### config.mk
export PLATFORM = sky130hd
export DESIGN_NAME = bvnn_popcount
export DESIGN_NICKNAME = d
export VERILOG_FILES = /design/src/hdl/bvnn_pkg.sv /design/src/hdl/bvnn_popcount.sv
export SDC_FILE = /design/constraint.sdc
export NUM_CORES = 1
export LEC_CHECK = 0
export ABC_CLOCK_PERIOD_IN_PS = 8400
export BUFFER_PORTS_ARGS = -buffer_cell sky130_fd_sc_hd__buf_2
export CAP_MARGIN = 20
export CORE_MARGIN = 5
export CORE_UTILIZATION = 45
export DETAILED_ROUTE_END_ITERATION = 8
export GPL_ROUTABILITY_DRIVEN = 0
export PLACE_DENSITY = 0.78
export SETUP_SLACK_MARGIN = 0.1
export SLEW_MARGIN = 20
export SYNTH_ARGS = -nofsm -noshare
export SYNTH_HDL_FRONTEND = slang
export SYNTH_SLANG_ARGS = --single-unit
### constraint.sdc
create_clock -name vclk -period 8.4
set_input_delay 1.68 -clock vclk [all_inputs]
set_output_delay 1.68 -clock vclk [all_outputs]
set_load 0.02 [all_outputs]
### src/hdl/bvnn_pkg.sv
package bvnn_pkg;

  localparam int MAX_INST   = 256;
  localparam int VEC_WORDS  = 16;
  localparam int LABEL_BITS = 16;

  localparam int WORD_W  = 64;
  localparam int CFG_W   = 5;
  localparam int SCORE_W = 11;
  localparam int PC_W    = 7;
  localparam int INST_W  = $clog2(MAX_INST);
  localparam int CNT_W   = $clog2(MAX_INST + 1);
  localparam int POS_W   = $clog2(VEC_WORDS);
  localparam int VW_W    = $clog2(VEC_WORDS + 1);
  localparam int ADDR_W  = INST_W + POS_W;
  localparam int WMEM_DEPTH = MAX_INST * VEC_WORDS;

  typedef enum logic [1:0] {
    CMD_STORE = 2'd0,
    CMD_QUERY = 2'd1,
    CMD_CLEAR = 2'd2,
    CMD_NONE  = 2'd3
  } cmd_t;

  typedef enum logic [1:0] {
    STATUS_ANSWER  = 2'd0,
    STATUS_STORED  = 2'd1,
    STATUS_FULL    = 2'd2,
    STATUS_CLEARED = 2'd3
  } status_t;

  typedef enum logic [2:0] {
    ST_IDLE,
    ST_HDR,
    ST_CHK,
    ST_WORDS,
    ST_DRAIN,
    ST_FINISH
  } state_t;

endpackage

### src/hdl/bvnn_popcount.sv
module bvnn_popcount (
  input  logic [bvnn_pkg::WORD_W-1:0] bits,
  output logic [bvnn_pkg::PC_W-1:0]   ones
);

  // Adder tree: each level sums neighbouring partial counts independently.
  logic [1:0] s1 [32];
  logic [2:0] s2 [16];
  logic [3:0] s3 [8];
  logic [4:0] s4 [4];
  logic [5:0] s5 [2];

  always_comb begin
    for (int i = 0; i < 32; i++) begin
      s1[i] = {1'b0, bits[2*i]} + {1'b0, bits[2*i+1]};
    end
    for (int i = 0; i < 16; i++) begin
      s2[i] = {1'b0, s1[2*i]} + {1'b0, s1[2*i+1]};
    end
    for (int i = 0; i < 8; i++) begin
      s3[i] = {1'b0, s2[2*i]} + {1'b0, s2[2*i+1]};
    end
    for (int i = 0; i < 4; i++) begin
      s4[i] = {1'b0, s3[2*i]} + {1'b0, s3[2*i+1]};
    end
    for (int i = 0; i < 2; i++) begin
      s5[i] = {1'b0, s4[2*i]} + {1'b0, s4[2*i+1]};
    end
    ones = {1'b0, s5[0]} + {1'b0, s5[1]};
  end

endmodule

=== Yosys cells after proc, flatten, opt, wreduce, memory -nomap -nowiden ===
Cells that the tools add are included.

* Add/subtract/negate cells: 63

{| class="wikitable"
|+ Operators by type and width
! kind !! number
|-
| 1-bit by 1-bit adder with 2-bit output || 32
|-
| 2-bit by 2-bit adder with 3-bit output || 16
|-
| 3-bit by 3-bit adder with 4-bit output || 8
|-
| 4-bit by 4-bit adder with 5-bit output || 4
|-
| 5-bit by 5-bit adder with 6-bit output || 2
|-
| 6-bit by 6-bit adder with 7-bit output || 1
|}

* Word-level logic and storage cells: 63
* Input bits: 64
* Register bits: 0
* Output and inout port bits: 7

=== Longest topological paths before layout ===
Gate-level depths: netlist (run 1).

* Depth in word-level cells: 6
* Depth in mapped cells: 20
* Mapped depth without buffers: 20

=== Worst setup path after synthesis (run 1) ===
No wires, ideal clock.

* Kind: input-to-output
* Start point: in bits[17] (netlist bit)
* End point: out ones[5] (netlist bit)
* Path slack: -0.581 ns
* Stages: 16
* Data required time: 6.720 ns
* Arrival: 7.301 ns
* Cell sequence: fa_1 inv_1 fa_1 inv_1 fa_1 fa_1 inv_1 fa_1 fa_1 fa_1 fa_1 inv_1 ha_1 a211oi_1 nor4b_1 a2111oi_1

* Word-level cells in the longest chain between the ends: 6

{| class="wikitable"
|+ Ends and longest elaborated chain
! what !! line !! RTL
|-
| from (decl) || bvnn_popcount.sv:2 || <nowiki>input logic [bvnn_pkg::WORD_W-1:0] bits,</nowiki>
|-
| 1-bit by 1-bit adder with 2-bit output || bvnn_popcount.sv:15 || <nowiki>s1[i] = {1'b0, bits[2*i]} + {1'b0, bits[2*i+1]};</nowiki>
|-
| 2-bit by 2-bit adder with 3-bit output || bvnn_popcount.sv:18 || <nowiki>s2[i] = {1'b0, s1[2*i]} + {1'b0, s1[2*i+1]};</nowiki>
|-
| 3-bit by 3-bit adder with 4-bit output || bvnn_popcount.sv:21 || <nowiki>s3[i] = {1'b0, s2[2*i]} + {1'b0, s2[2*i+1]};</nowiki>
|-
| 4-bit by 4-bit adder with 5-bit output || bvnn_popcount.sv:24 || <nowiki>s4[i] = {1'b0, s3[2*i]} + {1'b0, s3[2*i+1]};</nowiki>
|-
| 5-bit by 5-bit adder with 6-bit output || bvnn_popcount.sv:27 || <nowiki>s5[i] = {1'b0, s4[2*i]} + {1'b0, s4[2*i+1]};</nowiki>
|-
| 6-bit by 6-bit adder with 7-bit output || bvnn_popcount.sv:29 || <nowiki>ones = {1'b0, s5[0]} + {1'b0, s5[1]};</nowiki>
|-
| to (decl) || bvnn_popcount.sv:3 || <nowiki>output logic [bvnn_pkg::PC_W-1:0] ones</nowiki>
|}

Every way passes these cells.

=== Worst setup path after layout (run 1) ===
* Start point: in bits[53] (netlist bit)
* End point: out ones[6] (netlist bit)

Same word-level chain as after synthesis.

==> flow_summary.toml, run 1 <==
[status]
status = "finished, violations left"
failed_checks = "negative setup slack"

[die]
start_util_pct = 46.9
chipHeight_um = 72.0
rows = 22
die_area_um2 = 5180
core_um2 = 3690
ios = 71
chipWidth_um = 72.0

[logic_synthesis]
synth.avg_cell_area_um2 = 10.1
yosysTopAreaCell = "fa_1"
synth_top_area_share_pct = 62.5
yosys_warnings = 0
netlist-cell-type-count = 19
syn-num-nets = 305
yosysSeqAreaShare_pct = 0
syn_inst = 172
syn_area_um2 = 1730
synth.area.top_cells = "fa_1, inv_1, ha_1"

[worst_hold_path]
holdPathStages = 3
hold_start = "bits[2]"
hold_path.class = "in2out"
whs_endpoint = "ones[0]"

[sta]
fin_tns_setup_ps = -1700
finalMaxSlewViolations = 0
hold_viol_final = 0
tightest_slew_ps = 386
setup_viol = 6
slew_headroom_pct = 74.0
final.setup.worst_slack_ps = -508
fin_crit_ps = 8910
fmax_mhz = 112
rsz0062_at_grt = "true"
period_share_pct = 106

[drt]
vias = 1288
wl_mm = 3.00
detail-route-antenna-nets = 0
dr.pass1.iters = 3
wl_per_cell_um = 10.0
first_iter_violations = 5
drc = 0
routed_via_density = 4.29

[global_route]
grt_usage_pct = 12.4
grt_pass1_wl_mm = 5.47
grt_overflow = 0
grt_pass1_vias = 1471
antenna_found_initial = 0
grt_max_degree = 6

[final_layout]
area_growth_pct = 37.6
ff_latch_area_um2 = 0
fillers = 333
clock_buffers = 0
multiInputGateArea_um2 = 1550
flops_and_latches = 0
diodes = 0
drive_above_1_share_pct = 40.5
final_nets = 387
mostFrequentLayoutCell = "inv_1"
final_cell_mix = "inv_1, buf_2, fa_1"

[setup_path]
cp-start-kind = "primary input"
startpoint = "bits[53]"
cp-end-kind = "output pin"
crit_type = "in2out"
cp_max_fo = 3
required_ps = 6720
cp.arrival_ps = 7230

[placement]
place_hpwl_mm = 3.00
portBuffers = 71

[clock_tree]
post_cts_buffers = 0
cts_hold_buf = 0

[job]
drv_cap = 0
[Yosys cell counts]
library cell and count:
ha_1 15, a21oi_1 3, o21bai_1 1, xor2_1 1, a211o_2 1, o21ai_2 1
a2111oi_1 1, a21o_1 1, nand3b_1 1, a211oi_1 2, o211a_1 1, o21a_1 1
xnor2_1 1, nor4b_1 1, fa_1 54, inv_1 84, o31ai_1 1, a21o_2 1
nor2_1 1
[layout make-up]
cell class | count | share of cell area (%)
Timing Repair Buffer | 80 | 18.9
Multi-Input combinational cell | 88 | 65.3
Inverter | 84 | 13.3
Tap cell | 48 | 2.52
[stage by stage]
step	setup WS [ps]	util, %	instance area [um2]	cells	hold WS, ps
floorplan	-196	-	1820	172	3500
CTS	-537	64.4	2380	300	3740
detailed placement	-529	62.4	2300	300	3730
finish	-508	64.5	2380	300	3730
global route	-668	64.5	2380	300	3750
global placement	-483	62.4	2300	300	3730
[routing by layer]
metal	share of wire [%]	vias to the layer above	GRT usage, %
met5	0	-	0
met4	0	0	0
met3	11	0	2.63
met2	52	48	24.6
met1	37	613	14.5
li1	-	627	-
[kinds of logic after synthesis]
| logic type | after synthesis | synth area share (%) |
|---|---|---|
| adders and majority gates | 69 | 73.4 |
| xor gates and xnor gates | 2 | 1.01 |
| buffers and inverters | 84 | 18.2 |
| AOI/OAI and AO/OA | 14 | 6.22 |
| and+or+nand+nor | 3 | 1.16 |
[timing repair]
item	CTS	global route
pin swaps	10	2
setup endpoints to repair	6	6
hold endpoints to repair	0	0
resized for setup	14	3
[worst max-delay path, cell delays in order]
cell	delay, ps
buf_6	90
fa_1	550
inv_2	40
fa_1	500
inv_1	50
fa_1	470
inv_1	50
fa_1	470
inv_1	50
fa_1	490
inv_2	40
fa_2	520
fa_1	430
fa_1	510
inv_2	50
ha_4	160
fa_2	360
a211o_4	370
a21oi_2	140
o21bai_2	70
buf_2	150
[how the worst max path moves through the flow]
| stage | end | slack [ps] | depth (start not counted) |
|---|---|---|---|
| 5_1_grt | ones[6] | -670 | 21 |
| 2_1_floorplan | ones[6] | -200 | 19 |
| 3_3_place_gp | ones[6] | -480 | 21 |
| 4_1_cts | ones[6] | -540 | 21 |
| 3_5_place_dp | ones[6] | -530 | 21 |
| 6_report | ones[6] | -510 | 21 |
Power of run 1 is left out: the tool's default activity adds up to more than one toggle a clock period on the data nets, which glitch-free logic cannot reach.
==> inputs of run 2 (changes only) <==
--- a/config.mk
+++ b/config.mk
@@ -8,13 +8,14 @@
 export ABC_CLOCK_PERIOD_IN_PS = 8400
 export BUFFER_PORTS_ARGS = -buffer_cell sky130_fd_sc_hd__buf_2
 export CAP_MARGIN = 20
+export CELL_PAD_IN_SITES_DETAIL_PLACEMENT = 1
+export CELL_PAD_IN_SITES_GLOBAL_PLACEMENT = 1
 export CORE_MARGIN = 5
-export CORE_UTILIZATION = 45
+export CORE_UTILIZATION = 34
 export DETAILED_ROUTE_END_ITERATION = 8
 export GPL_ROUTABILITY_DRIVEN = 0
-export PLACE_DENSITY = 0.78
+export PLACE_DENSITY = 0.82
 export SETUP_SLACK_MARGIN = 0.1
-export SLEW_MARGIN = 20
 export SYNTH_ARGS = -nofsm -noshare
 export SYNTH_HDL_FRONTEND = slang
 export SYNTH_SLANG_ARGS = --single-unit
==> run 2 against run 1 <==
Via count increased by 2.6%; global-route usage is 0.61 points lower; hold slack gained 6.8 ps; the run still ends with negative setup slack left.
==> flow_summary.toml, run 2 (synthesis results as in run 1) <==
[final_layout]
area_growth_pct = 40.3
flops_and_latches = 0
drive_above_1_share_pct = 41.7
diodes = 0
ff_latch_area_um2 = 0
clock_buffers = 0
final_cell_mix = "inv_1, buf_2, fa_1"
fillers = 608
multiInputGateArea_um2 = 1570
final_nets = 387
mostFrequentLayoutCell = "inv_1"

[global_route]
grt_max_degree = 6
grt_pass1_vias = 1573
grt_usage_pct = 11.8
grt_pass1_wl_mm = 6.29
grt_overflow = 0
antenna_found_initial = 0

[die]
die_area_um2 = 6610
ios = 71
chipHeight_um = 81.3
chipWidth_um = 81.3
rows = 26
core_um2 = 5010
start_util_pct = 34.5

[drt]
dr.pass1.iters = 3
drc = 0
vias = 1321
first_iter_violations = 12
detail-route-antenna-nets = 0
wl_per_cell_um = 11.9
routed_via_density = 4.10
wl_mm = 3.83

[sta]
tightest_slew_ps = 406
rsz0062_at_grt = "true"
period_share_pct = 106
hold_viol_final = 0
slew_headroom_pct = 72.7
setup_viol = 6
final.setup.worst_slack_ps = -530
fin_crit_ps = 8930
fmax_mhz = 112
finalMaxSlewViolations = 0
fin_tns_setup_ps = -2010

[placement]
place_hpwl_mm = 3.80
portBuffers = 71

[setup_path]
cp.arrival_ps = 7250
required_ps = 6720
cp-end-kind = "output pin"
crit_type = "in2out"
cp-start-kind = "primary input"
cp_max_fo = 3

[status]
status = "finished, violations left"
failed_checks = "negative setup slack"

[job]
drv_cap = 0

[worst_hold_path]
hold_path.class = "in2out"

[clock_tree]
cts_hold_buf = 0
run 2: cell counts in the layout (fill, tap and decap cells not counted):
No cell type changed its count.
run 2: repair_timing:
item                                    in CTS  in global routing
cloned                                       0                  0
endpoints found under the setup margin       6                  6
setup buffers                                2                  1
resized for setup                           18                  4
pin swaps                                   17                  7
run 2: path summary, 6_finish.rpt:
check | from | to | slack (ps) | cells after the start
hold / removal | bits[2] | ones[0] | 3740 | 3
setup / recovery | bits[53] | ones[6] | -530 | 21
run 2: final cells by class:
type / instances / share of cell area [%]
Multi-Input combinational cell: 88 / 64.7
Timing Repair Buffer: 80 / 18.7
Inverter: 84 / 13.0
Tap cell: 70 / 3.61
run 2: layer usage:
layer	track usage, %	part of all wire, %
met5	0	0
met1	12.2	33
met4	0	0
met3	1.55	7.7
met2	25.8	59
run 2: metrics by stage:
step	utilization (%)	hold WS [ps]	setup slack, ps	area [um2]	std cells
final	48.4	3740	-530	2430	322
after global routing	48.4	3750	-673	2430	322
after CTS	48.3	3740	-580	2420	322
after detailed placement	46.2	3750	-570	2310	320
after global placement	46.2	3730	-502	2310	320
after floorplan	-	3500	-196	1820	172
run 2: worst max-delay path, cell delays in order:
cell and delay (ps):
buf_6 90, fa_1 530, inv_1 50, fa_1 500, inv_1 50, fa_1 470, inv_1 50, fa_1 490
inv_2 40, fa_1 490, inv_1 50, fa_2 520, fa_1 420, fa_1 510, inv_2 50, ha_4 160
fa_2 370, a211o_4 360, a21oi_2 130, o21bai_2 70, buf_2 160
Power of run 2 is left out for the same reason.
